==> src/cfsb_pkg.sv <==
`timescale 1ns / 1ps
// ----------------------------------------------------------------------------
// cfsb_pkg
// Shared types, codes and helpers for the clipped fill and sprite blit unit.
// ----------------------------------------------------------------------------
package cfsb_pkg;

    // field widths
    localparam int ACTION_W   = 3;
    localparam int COORD_W    = 10;
    localparam int DIM_W      = 9;
    localparam int COLOR_W    = 32;
    localparam int ROW_IDX_W  = 4;
    localparam int MASK_W     = 16;
    localparam int MASK_BIT_W = 4;
    localparam int IDX_W      = 2 * DIM_W;
    localparam int CFG_IDX_W  = 2;

    // stream packing
    localparam int S_TDATA_W = 96;
    localparam int S_TUSER_W = ACTION_W;
    localparam int M_TDATA_W = COLOR_W;
    localparam int M_TUSER_W = 1;

    // action codes
    localparam logic [ACTION_W-1:0] ACT_CLEAR    = 3'd0;
    localparam logic [ACTION_W-1:0] ACT_RECT     = 3'd1;
    localparam logic [ACTION_W-1:0] ACT_LOAD_ROW = 3'd2;
    localparam logic [ACTION_W-1:0] ACT_SPRITE   = 3'd3;
    localparam logic [ACTION_W-1:0] ACT_READ     = 3'd4;

    // register indexes
    localparam logic [CFG_IDX_W-1:0] REG_FRAME_WIDTH  = 2'd0;
    localparam logic [CFG_IDX_W-1:0] REG_FRAME_HEIGHT = 2'd1;

    localparam logic [DIM_W-1:0] FRAME_DIM_RESET = 9'd256;

    // one command as taken from the input stream
    typedef struct packed {
        logic [ACTION_W-1:0]  action;
        logic [COORD_W-1:0]   pos_x;
        logic [COORD_W-1:0]   pos_y;
        logic [COORD_W-1:0]   box_width;
        logic [COORD_W-1:0]   box_height;
        logic [COLOR_W-1:0]   paint_color;
        logic [ROW_IDX_W-1:0] mask_row_index;
        logic [MASK_W-1:0]    mask_row_bits;
    } cmd_t;

    // frame store access control
    typedef struct packed {
        logic wr_en;
        logic rd_en;
        logic in_bounds;
    } fs_req_t;

    // span length clipped to the room left before the frame edge
    function automatic logic [DIM_W-1:0] clip_len(
        input logic [COORD_W-1:0] len,
        input logic [DIM_W-1:0]   room
    );
        logic [DIM_W-1:0] res;
        begin
            res = (len > COORD_W'(room)) ? room : DIM_W'(len);
            return res;
        end
    endfunction

endpackage

==> src/cfsb_raster.sv <==
`timescale 1ns / 1ps
// ----------------------------------------------------------------------------
// cfsb_raster
// Command sequencer: clips boxes and sprites, walks pixels one per cycle bar
// mask fetches, holds the sprite mask memory and issues frame store accesses.
// ----------------------------------------------------------------------------
module cfsb_raster #(
    parameter int AW              = 16,
    parameter int SPRITE_MAX_SIZE = 16
) (
    input  logic                          clk,
    input  logic                          rst_n,
    input  logic                          cmd_valid,
    output logic                          cmd_ready,
    input  cfsb_pkg::cmd_t                cmd,
    input  logic [cfsb_pkg::DIM_W-1:0]    eff_w,
    input  logic [cfsb_pkg::DIM_W-1:0]    eff_h,
    input  logic                          out_free,
    output cfsb_pkg::fs_req_t             req,
    output logic [AW-1:0]                 addr,
    output logic [cfsb_pkg::COLOR_W-1:0]  wdata
);
    import cfsb_pkg::*;

    localparam int MASK_ROWS = (SPRITE_MAX_SIZE < MASK_W) ? SPRITE_MAX_SIZE : MASK_W;
    localparam int MIW       = $clog2(MASK_ROWS);
    localparam int SZW       = $clog2(SPRITE_MAX_SIZE + 1);
    localparam int MRW       = $clog2(SPRITE_MAX_SIZE);

    localparam logic [2:0] ST_IDLE  = 3'd0;
    localparam logic [2:0] ST_SETUP = 3'd1;
    localparam logic [2:0] ST_CLEAR = 3'd2;
    localparam logic [2:0] ST_MASK  = 3'd3;
    localparam logic [2:0] ST_RUN   = 3'd4;
    localparam logic [2:0] ST_READ  = 3'd5;

    logic [2:0]          state_reg, state_next;
    logic [ACTION_W-1:0] action_reg, action_next;
    logic [COLOR_W-1:0]  color_reg, color_next;
    logic [DIM_W-1:0]    px_reg, px_next;
    logic                inb_reg, inb_next;
    logic [IDX_W-1:0]    mul_reg, mul_next;
    logic [IDX_W-1:0]    base_reg, base_next;
    logic [IDX_W-1:0]    cnt_reg, cnt_next;
    logic [DIM_W-1:0]    ncols_reg, ncols_next;
    logic [DIM_W-1:0]    nrows_reg, nrows_next;
    logic [DIM_W-1:0]    xo_reg, xo_next;
    logic [DIM_W-1:0]    yo_reg, yo_next;
    logic [MRW-1:0]      mrow_reg, mrow_next;

    logic [MASK_W-1:0]   mask_mem [MASK_ROWS];
    logic [MASK_W-1:0]   mask_q_reg;

    logic                accept;
    logic                x_in, y_in;
    logic [DIM_W-1:0]    room_x, room_y;
    logic [SZW-1:0]      sw_in, sh_in;
    logic [COORD_W-1:0]  span_w, span_h;
    logic [DIM_W-1:0]    ncols_in, nrows_in;
    logic                draw_empty;
    logic [DIM_W-1:0]    mul_a;
    logic                row_last, col_last;

    assign cmd_ready = (state_reg == ST_IDLE);
    assign accept    = cmd_valid && cmd_ready;

    // clipping of the incoming command
    always_comb
    begin
        x_in   = cmd.pos_x < COORD_W'(eff_w);
        y_in   = cmd.pos_y < COORD_W'(eff_h);
        room_x = eff_w - DIM_W'(cmd.pos_x);
        room_y = eff_h - DIM_W'(cmd.pos_y);
        sw_in  = (int'(cmd.box_width) > SPRITE_MAX_SIZE) ?
                 SZW'(SPRITE_MAX_SIZE) : SZW'(cmd.box_width);
        sh_in  = (int'(cmd.box_height) > SPRITE_MAX_SIZE) ?
                 SZW'(SPRITE_MAX_SIZE) : SZW'(cmd.box_height);
        if (cmd.action == ACT_SPRITE)
        begin
            span_w = (int'(sw_in) > MASK_W) ? COORD_W'(MASK_W) : COORD_W'(sw_in);
            span_h = COORD_W'(sh_in);
        end
        else
        begin
            span_w = cmd.box_width;
            span_h = cmd.box_height;
        end
        ncols_in   = clip_len(span_w, room_x);
        nrows_in   = clip_len(span_h, room_y);
        draw_empty = !x_in || !y_in || (ncols_in == '0) || (nrows_in == '0);
        mul_a      = (cmd.action == ACT_CLEAR) ? eff_h : DIM_W'(cmd.pos_y);
    end

    assign col_last = (xo_reg == ncols_reg - DIM_W'(1));
    assign row_last = (yo_reg == nrows_reg - DIM_W'(1));

    // sequencer next state
    always_comb
    begin
        state_next  = state_reg;
        action_next = action_reg;
        color_next  = color_reg;
        px_next     = px_reg;
        inb_next    = inb_reg;
        mul_next    = mul_reg;
        base_next   = base_reg;
        cnt_next    = cnt_reg;
        ncols_next  = ncols_reg;
        nrows_next  = nrows_reg;
        xo_next     = xo_reg;
        yo_next     = yo_reg;
        mrow_next   = mrow_reg;
        unique case (state_reg)
            ST_IDLE:
            begin
                if (accept)
                begin
                    action_next = cmd.action;
                    color_next  = cmd.paint_color;
                    px_next     = DIM_W'(cmd.pos_x);
                    inb_next    = x_in && y_in;
                    mul_next    = IDX_W'(mul_a) * IDX_W'(eff_w);
                    ncols_next  = ncols_in;
                    nrows_next  = nrows_in;
                    mrow_next   = MRW'(sh_in - SZW'(1));
                    case (cmd.action)
                        ACT_CLEAR, ACT_READ:
                        begin
                            state_next = ST_SETUP;
                        end
                        ACT_RECT, ACT_SPRITE:
                        begin
                            if (!draw_empty)
                            begin
                                state_next = ST_SETUP;
                            end
                        end
                        default:
                        begin
                            state_next = ST_IDLE;
                        end
                    endcase
                end
            end
            ST_SETUP:
            begin
                base_next = mul_reg + IDX_W'(px_reg);
                cnt_next  = '0;
                xo_next   = '0;
                yo_next   = '0;
                case (action_reg)
                    ACT_CLEAR:  state_next = (mul_reg == '0) ? ST_IDLE : ST_CLEAR;
                    ACT_RECT:   state_next = ST_RUN;
                    ACT_SPRITE: state_next = ST_MASK;
                    ACT_READ:   state_next = ST_READ;
                    default:    state_next = ST_IDLE;
                endcase
            end
            ST_CLEAR:
            begin
                cnt_next = cnt_reg + IDX_W'(1);
                if (cnt_reg == mul_reg - IDX_W'(1))
                begin
                    state_next = ST_IDLE;
                end
            end
            ST_MASK:
            begin
                state_next = ST_RUN;
            end
            ST_RUN:
            begin
                if (col_last)
                begin
                    xo_next = '0;
                    if (row_last)
                    begin
                        state_next = ST_IDLE;
                    end
                    else
                    begin
                        yo_next   = yo_reg + DIM_W'(1);
                        base_next = base_reg + IDX_W'(eff_w);
                        mrow_next = mrow_reg - MRW'(1);
                        if (action_reg == ACT_SPRITE)
                        begin
                            state_next = ST_MASK;
                        end
                    end
                end
                else
                begin
                    xo_next = xo_reg + DIM_W'(1);
                end
            end
            ST_READ:
            begin
                if (out_free)
                begin
                    state_next = ST_IDLE;
                end
            end
            default:
            begin
                state_next = ST_IDLE;
            end
        endcase
    end

    // control state
    always_ff @(posedge clk or negedge rst_n)
    begin
        if (!rst_n)
        begin
            state_reg <= ST_IDLE;
        end
        else
        begin
            state_reg <= state_next;
        end
    end

    // command payload and walk counters
    always_ff @(posedge clk)
    begin
        action_reg <= action_next;
        color_reg  <= color_next;
        px_reg     <= px_next;
        inb_reg    <= inb_next;
        mul_reg    <= mul_next;
        base_reg   <= base_next;
        cnt_reg    <= cnt_next;
        ncols_reg  <= ncols_next;
        nrows_reg  <= nrows_next;
        xo_reg     <= xo_next;
        yo_reg     <= yo_next;
        mrow_reg   <= mrow_next;
    end

    // sprite mask memory, rows beyond its depth read as empty
    always_ff @(posedge clk)
    begin
        if (accept && (cmd.action == ACT_LOAD_ROW) &&
            (int'(cmd.mask_row_index) < MASK_ROWS))
        begin
            mask_mem[cmd.mask_row_index[MIW-1:0]] <= cmd.mask_row_bits;
        end
        if (state_reg == ST_MASK)
        begin
            mask_q_reg <= (int'(mrow_reg) < MASK_ROWS) ? mask_mem[mrow_reg[MIW-1:0]] : '0;
        end
    end

    // frame store access
    always_comb
    begin
        req.wr_en     = (state_reg == ST_CLEAR) ||
                        ((state_reg == ST_RUN) &&
                         ((action_reg == ACT_RECT) || mask_q_reg[xo_reg[MASK_BIT_W-1:0]]));
        req.rd_en     = (state_reg == ST_READ) && out_free;
        req.in_bounds = inb_reg;
        addr          = (state_reg == ST_CLEAR) ? AW'(cnt_reg) :
                        AW'(base_reg + IDX_W'(xo_reg));
        wdata         = color_reg;
    end

endmodule

==> config.mk <==
export PLATFORM = sky130hd
export DESIGN_NAME = cfsb_raster
export DESIGN_NICKNAME = d
export VERILOG_FILES = /design/src/cfsb_pkg.sv /design/src/cfsb_raster.sv
export SDC_FILE = /design/constraint.sdc
export NUM_CORES = 1
export LEC_CHECK = 0
export BUFFER_PORTS_ARGS = -buffer_cell sky130_fd_sc_hd__clkbuf_2
export CAP_MARGIN = 20
export CORE_AREA = 2 2 273 140
export CTS_BUF_LIST = sky130_fd_sc_hd__clkbuf_8
export DETAILED_ROUTE_END_ITERATION = 12
export DIE_AREA = 0 0 275 142
export HOLD_SLACK_MARGIN = 0.15
export PLACE_DENSITY_LB_ADDON = 0.2
export SYNTH_ARGS = -nofsm -noshare
export SYNTH_HDL_FRONTEND = slang
export SYNTH_SLANG_ARGS = --single-unit
==> constraint.sdc <==
create_clock -name clk -period 6.2 [get_ports clk]
set_clock_uncertainty 0.1 [all_clocks]
set_input_delay 0.93 -clock clk [delete_from_list [all_inputs] [get_ports clk]]
set_output_delay 0.93 -clock clk [all_outputs]
set_load 0.05 [all_outputs]
==> metrics, run 1 <==
clk slew on worst S/H paths 0.07 ns; endpoints failing setup 0; Post-DP Area 24,600 µm²; Rows 50; # fillers 2,560; crit path max fanout 18; fraction of layout cells with a size suffix above 1 20.4%; largest cells by area after synthesis edfxtp_1, mux4_2, ha_1, fa_1, xnor2_1; routed length per instance 23.0 µm; Finished Core Util 70.3%; Reg2Reg Capture Point mask_mem[10][9]$_DFFE_PP_; total gr overflow 0; flops & latches, synth 412; Max Fclk 178 MHz; DRT Pass-1 Iters 5; Post-synth EDFFs 409; NetSw 4.45 mW; RR Startpoint state_reg[2]$_DFFE_PN0P_; Clock power frac 20.3%; Int Pwr 6.60 mW; Power Dens Cells 427 nW/µm²; slowest CP cell fa_1; I/O Pins 169; CTS Buffer Depth 3; leading area contributor after synthesis edfxtp_1; Clock Tree Root clkbuf_8; post-DR vias/cell 6.03; most common cell in the netlist edfxtp_1; core area 36,800 µm²; Final period util 90.5%; chip height 142 µm; Initial Util 62.2%; global-route usage over all layers 30.4%; Slew headroom 29.5%; I/O Buffers 168; Flop pwr share 37.6%; antenna-violating nets left 0; number of global-route vias before repair 14,531; die area 39,100 µm²; Post-Layout Cell Count 2,522; top-area cell type share of the netlist area 53.6%; largest net degree at the start of global routing 65; VDD IR max 0.000761 V; GR met3 Demand/Resource 7.47%; clk sinks 412; critical path required time 6.50 ns; CP max stage delay 0.61 ns; GR peak layer met1; Slew Viols, Final 0; nets 2,271; Worst Hold Endpoint wdata[9]$_DFFE_PP_; CTS buffer count 57; placed instance count 2,407; Final min period 5.61 ns; Via Count 15,220; Area Overhead vs Synth 12.9%; DP HPWL 42.3 mm; max reg flops 256; synth unique cells 70; synthesized net count 2,045; Comb pwr share 42.0%; design area 25,900 µm²; first-pass GRT wire length 87.4 mm; Max Cap Viol 0; met2 usage 39.8%; Syn Inst Count 1,749; commonest cells in the netlist edfxtp_1, inv_1, nand2_1; DR DRC count 0; R2R Setup Slk 2.23 ns; LEAKAGE 10.1 nW; worst-path cell chain clkbuf_2 -> nor3_2 -> buf_12 -> nand2_1 -> o21ai_1 -> buf_4 -> nand2_1 -> fa_1 -> fa_1 -> inv_1 -> ha_1 -> inv_1 -> fa_1 -> inv_1 -> ha_1 -> a21o_1 -> a21oi_1 -> o21ai_0 -> a31oi_1 -> o21ai_0 -> o41ai_1 -> o21bai_1 -> a21oi_1 -> xnor2_1; HP Start cmd[29]; R2R depth 7; crit path launch type primary input; DR iter-0 viols 1,784; CP delay by family, top adder cells; worst skew pair latency 0.67 ns; setup bufs post-CTS 0; fin worst setup slack 0.586 ns; worst min-delay path class primary input to flip-flop; Hold Vio Cnt, Final 0; met1 Use GR 50.6%; main flop type after synthesis edfxtp_1; Seq/Total Area, Yosys 54.0%; Min-Delay Path Depth 1; CTS tree yes; status finished, final reports clean; GPL Wtd Cong 0.938; CP arrival 5.91 ns; Slew @ Worst Pin 1.05 ns; Die Wd 275 µm; FFs w/ async S/R, synth 0.728%; RSZ-0062 raised after global routing false; CP Class primary input to flip-flop; H-tree Lvls 2; Mapped Area 22,900 µm²; initial antenna violation count 4; pre-CTS WS -0.0232 ns; Sw Share 40.2%; Critical Path End Type flip-flop; WL final 58.1 mm; YS warnings 0; mean post-synth cell area 13.1 µm²; Buf/Inv on CP 6
-- cells in the final DEF (no fill, tap or decap), types with 10 or more instances in the layout --
| master | instances |
|---|---|
| edfxtp_1 | 409 |
| or3_1 | 10 |
| fa_1 | 55 |
| nand4_1 | 17 |
| nand2_1 | 139 |
| a21o_1 | 15 |
| clkbuf_8 | 57 |
| buf_4 | 55 |
| mux2i_1 | 17 |
| inv_1 | 159 |
| nand2b_1 | 18 |
| o21ai_0 | 46 |
| clkbuf_2 | 168 |
| nor2b_1 | 11 |
| clkinv_1 | 17 |
| and3_1 | 20 |
| and2_1 | 25 |
| o21ai_1 | 11 |
| xor2_1 | 65 |
| nand3_1 | 37 |
| mux4_2 | 85 |
| xnor2_1 | 80 |
| nor3_1 | 31 |
| a21oi_1 | 71 |
| ha_1 | 124 |
| nor2_1 | 133 |
-- worst max-delay path by stage --
stage,cells past startpoint,slack (ns),endpoint,start
4_1_cts,24,0.67,mul_reg[17]$_DFFE_PP_,cmd[93]
2_1_floorplan,5,0.06,mask_mem[0][0]$_DFFE_PP_,state_reg[2]$_DFFE_PN0P_
3_5_place_dp,24,-0.02,mul_reg[17]$_DFFE_PP_,cmd[93]
6_report,24,0.59,mul_reg[17]$_DFFE_PP_,cmd[93]
5_1_grt,24,0.22,mul_reg[17]$_DFFE_PP_,cmd[93]
3_3_place_gp,23,0.12,mul_reg[17]$_DFFE_PP_,cmd[93]
-- timing repair --
action	4_1_cts	5_1_grt
endpoints found under the hold margin	3	0
resized for setup	0	0
hold buffers	1	0
-- layer usage --
layer,up-vias,share of wire (%)
met1,7393,46
met5,-,0
li1,6878,-
met3,90,13
met4,0,1.8
met2,859,40
-- cell type report --
class	instances	area, µm²	area share (%)
clock inverters	50	415	1.61
flip-flops and latches	412	12400	47.8
diodes	5	12.5	0.0484
clock buffers	57	785	3.03
multi-input cells	1130	9800	37.9
well taps	494	618	2.39
repair buffers	227	1320	5.11
inverters	147	552	2.13
-- logic make-up after synthesis --
family / after synthesis / synth area share (%)
DFF: 412 / 54.0
muxes: 106 / 9.32
buffers and inverters: 207 / 3.44
adders and majority gates: 179 / 11.6
and+or+nand+nor: 482 / 10.2
AOI/OAI and AO/OA: 218 / 5.97
xor gates and xnor gates: 145 / 5.55
-- power by group through the flow --
stage | Combinational, mW | Sequential [mW] | Clock (mW)
detailed placement | 4.52 | 4.21 | 0
CTS | 4.56 | 4.16 | 2.28
floorplan | 3.33 | 4.09 | 0
global placement | 4.42 | 4.19 | 0
global route | 5.05 | 4.19 | 2.39
finish | 4.65 | 4.16 | 2.25
-- through the flow --
stage / hold slack, ns / setup TNS [ns] / total power [mW]
floorplan: 0.418 / 0 / 7.42
global placement: 0.507 / 0 / 8.60
detailed placement: 0.489 / -0.0232 / 8.73
CTS: 0.310 / 0 / 11.0
global route: 0.322 / 0 / 11.6
finish: 0.344 / 0 / 11.1
Note: power is estimated with default switching activity, not from simulation.
==> run 2: changes to the inputs <==
- ABC_AREA: default -> 1
- CORE_AREA: 2 2 273 140 -> 2 2 280 144
- DIE_AREA: 0 0 275 142 -> 0 0 282 146
==> run 2 against run 1 <==
  * First-iteration DRC count grew 31%
  * Synthesized area rose by 5.1%
  * Final cell count up 29%
  * Clock-buffer cell count unchanged
  * Flip-flop and latch count stayed put
  * Sequential power fell by 5%
  * Global-route usage is 2.9 points higher
  * Non-clock buffer count fell by 16
  * Critical path type unchanged
==> metrics, run 2 <==
placed instance count 3,139; Clock Tree Root clkbuf_8; NetSw 4.83 mW; commonest cells in the netlist nand2_1, edfxtp_1, inv_1; Slew Viols, Final 0; Via Count 18,875; die area 41,200 µm²; # fillers 2,948; first-pass GRT wire length 103 mm; Clock power frac 21.3%; post-DR vias/cell 5.81; worst skew pair latency 0.65 ns; status finished, final reports clean; CTS Buffer Depth 3; pre-CTS WS 0.244 ns; WL final 68.3 mm; total gr overflow 0; Max Fclk 185 MHz; DRT Pass-1 Iters 7; Slew @ Worst Pin 0.985 ns; RSZ-0062 raised after global routing false; CTS buffer count 57; Int Pwr 6.41 mW; Final period util 87.4%; largest cells by area after synthesis edfxtp_1, nand2_1, ha_1, inv_1, fa_1; met1 Use GR 52.7%; setup TNS 0 ns; Rows 51; Seq/Total Area, Yosys 51.3%; Comb pwr share 43.4%; Slew headroom 34.3%; LEAKAGE 12.0 nW; routed length per instance 21.0 µm; hold slack 0.363 ns; number of global-route vias before repair 17,392; crit path max fanout 18; Mapped Area 24,100 µm²; Post-Layout Cell Count 3,247; setup bufs post-CTS 0; global-route usage over all layers 33.3%; met2 usage 43.5%; Power Dens Cells 417 nW/µm²; synth unique cells 48; Syn Inst Count 2,469; fraction of layout cells with a size suffix above 1 12.7%; largest net degree at the start of global routing 139; commonest non-fill, non-tap cell in the layout nand2_1; CTS tree yes; critical path required time 6.48 ns; top-area cell type share of the netlist area 51.0%; fin worst setup slack 0.783 ns; worst min-delay path class primary input to flip-flop; Area Overhead vs Synth 12.0%; YS warnings 0; leading area contributor after synthesis edfxtp_1; nets 2,965; flops & latches, synth 412; VDD IR max 0.000276 V; synthesized net count 2,765; Final min period 5.42 ns; I/O Pins 169; CP Class primary input to flip-flop; Hold Vio Cnt, Final 0; GPL Wtd Cong 0.986; initial antenna violation count 3; core area 38,500 µm²; GR peak layer met1; main flop type after synthesis edfxtp_1; FFs w/ async S/R, synth 0.728%; Max Cap Viol 0; Flop pwr share 35.3%; Critical Path End Type flip-flop; CP arrival 5.70 ns; clk slew on worst S/H paths 0.07 ns; chip height 146 µm; Sw Share 42.9%; most frequent cells in the layout nand2_1, edfxtp_1, inv_1; total chip power 11.2 mW; Die Wd 282 µm; Post-synth EDFFs 409; crit path launch type primary input; mean post-synth cell area 9.75 µm²; clk sinks 412; max reg flops 256; DR DRC count 0; GR met3 Demand/Resource 10.8%; I/O Buffers 168; most common cell in the netlist nand2_1; antenna-violating nets left 0; endpoints failing setup 0; Initial Util 62.6%; DP HPWL 50.3 mm; H-tree Lvls 2; DR iter-0 viols 2,330
## run 2: final timing paths
path	from	to	slack (ns)	cells after the start
setup / recovery	cmd[93]	mul_reg[15]$_DFFE_PP_	0.78	26
hold / removal	cmd[35]	wdata[15]$_DFFE_PP_	0.36	1
setup reg to reg	ncols_reg[0]$_DFFE_PP_	mrow_reg[3]$_DFFE_PP_	3.02	13
hold reg to reg	state_reg[2]$_DFFE_PN0P_	state_reg[2]$_DFFE_PN0P_	0.51	2
max in group asynchronous	rst_n	state_reg[0]$_DFFE_PN0P_	5.31	2
min in group asynchronous	rst_n	state_reg[1]$_DFFE_PN0P_	0.57	2
## run 2: logic make-up after synthesis
kind of cell,count (synthesis),share of synthesized area (%)
and+or+nand+nor,861,15.1
buffers and inverters,454,7.21
AOI/OAI and AO/OA,428,9.94
DFF,412,51.3
adders and majority gates,179,11.0
xor gates and xnor gates,70,2.66
muxes,65,2.70
## run 2: what timing repair did
| item | 4_1_cts | 5_1_grt |
|---|---|---|
| resized for setup | 0 | 0 |
| hold buffers | 1 | 0 |
| hold endpoints to repair | 3 | 0 |
## run 2: layer usage
layer  wire (µm)  vias up
met5          22        -
met4        1550        4
met3        9300      129
met2       26500     1099
met1       30900     8871
li1            -     8772
## run 2: cell type report
cell class	count	area, µm²	share of cell area, %
Clock inverter	49	489	1.81
Inverter	384	1440	5.35
Multi-Input combinational cell	1603	10000	37.2
Antenna cell	1	2.50	0.00928
Tap cell	530	663	2.46
Timing Repair Buffer	211	1190	4.43
Clock buffer	57	785	2.91
Sequential cell	412	12400	45.8
## run 2: per-stage QoR
stage	util, %	cell area (µm²)
after floorplan	-	24100
after global placement	66.6	25600
after detailed placement	66.7	25700
after CTS	70.0	27000
after global routing	70.0	27000
final	70.1	27000
## run 2: power groups by stage
stage	registers, mW	clock network, mW	logic (mW)
global placement	3.99	0	4.66
floorplan	4.02	0	3.35
CTS	3.95	2.41	4.81
global route	3.99	2.53	5.37
detailed placement	4.01	0	4.77
finish	3.97	2.39	4.88
## run 2: critical path, stage by stage
cell      delay, ns
clkbuf_2       0.11
nor2_1         0.15
nand2_1        0.08
buf_4          0.21
nand2_1        0.08
o21ai_0        0.12
inv_1          0.19
nand2_1        0.11
fa_1           0.53
inv_1          0.05
fa_1           0.53
ha_1           0.32
inv_1          0.05
fa_1           0.53
inv_1          0.04
ha_1           0.35
nand3_1        0.10
nand2_1        0.11
inv_1          0.06
o21a_1         0.20
o21ai_0        0.26
nand2_1        0.10
nand2_1        0.07
a21oi_1        0.09
o21ai_0        0.20
xor2_1         0.10
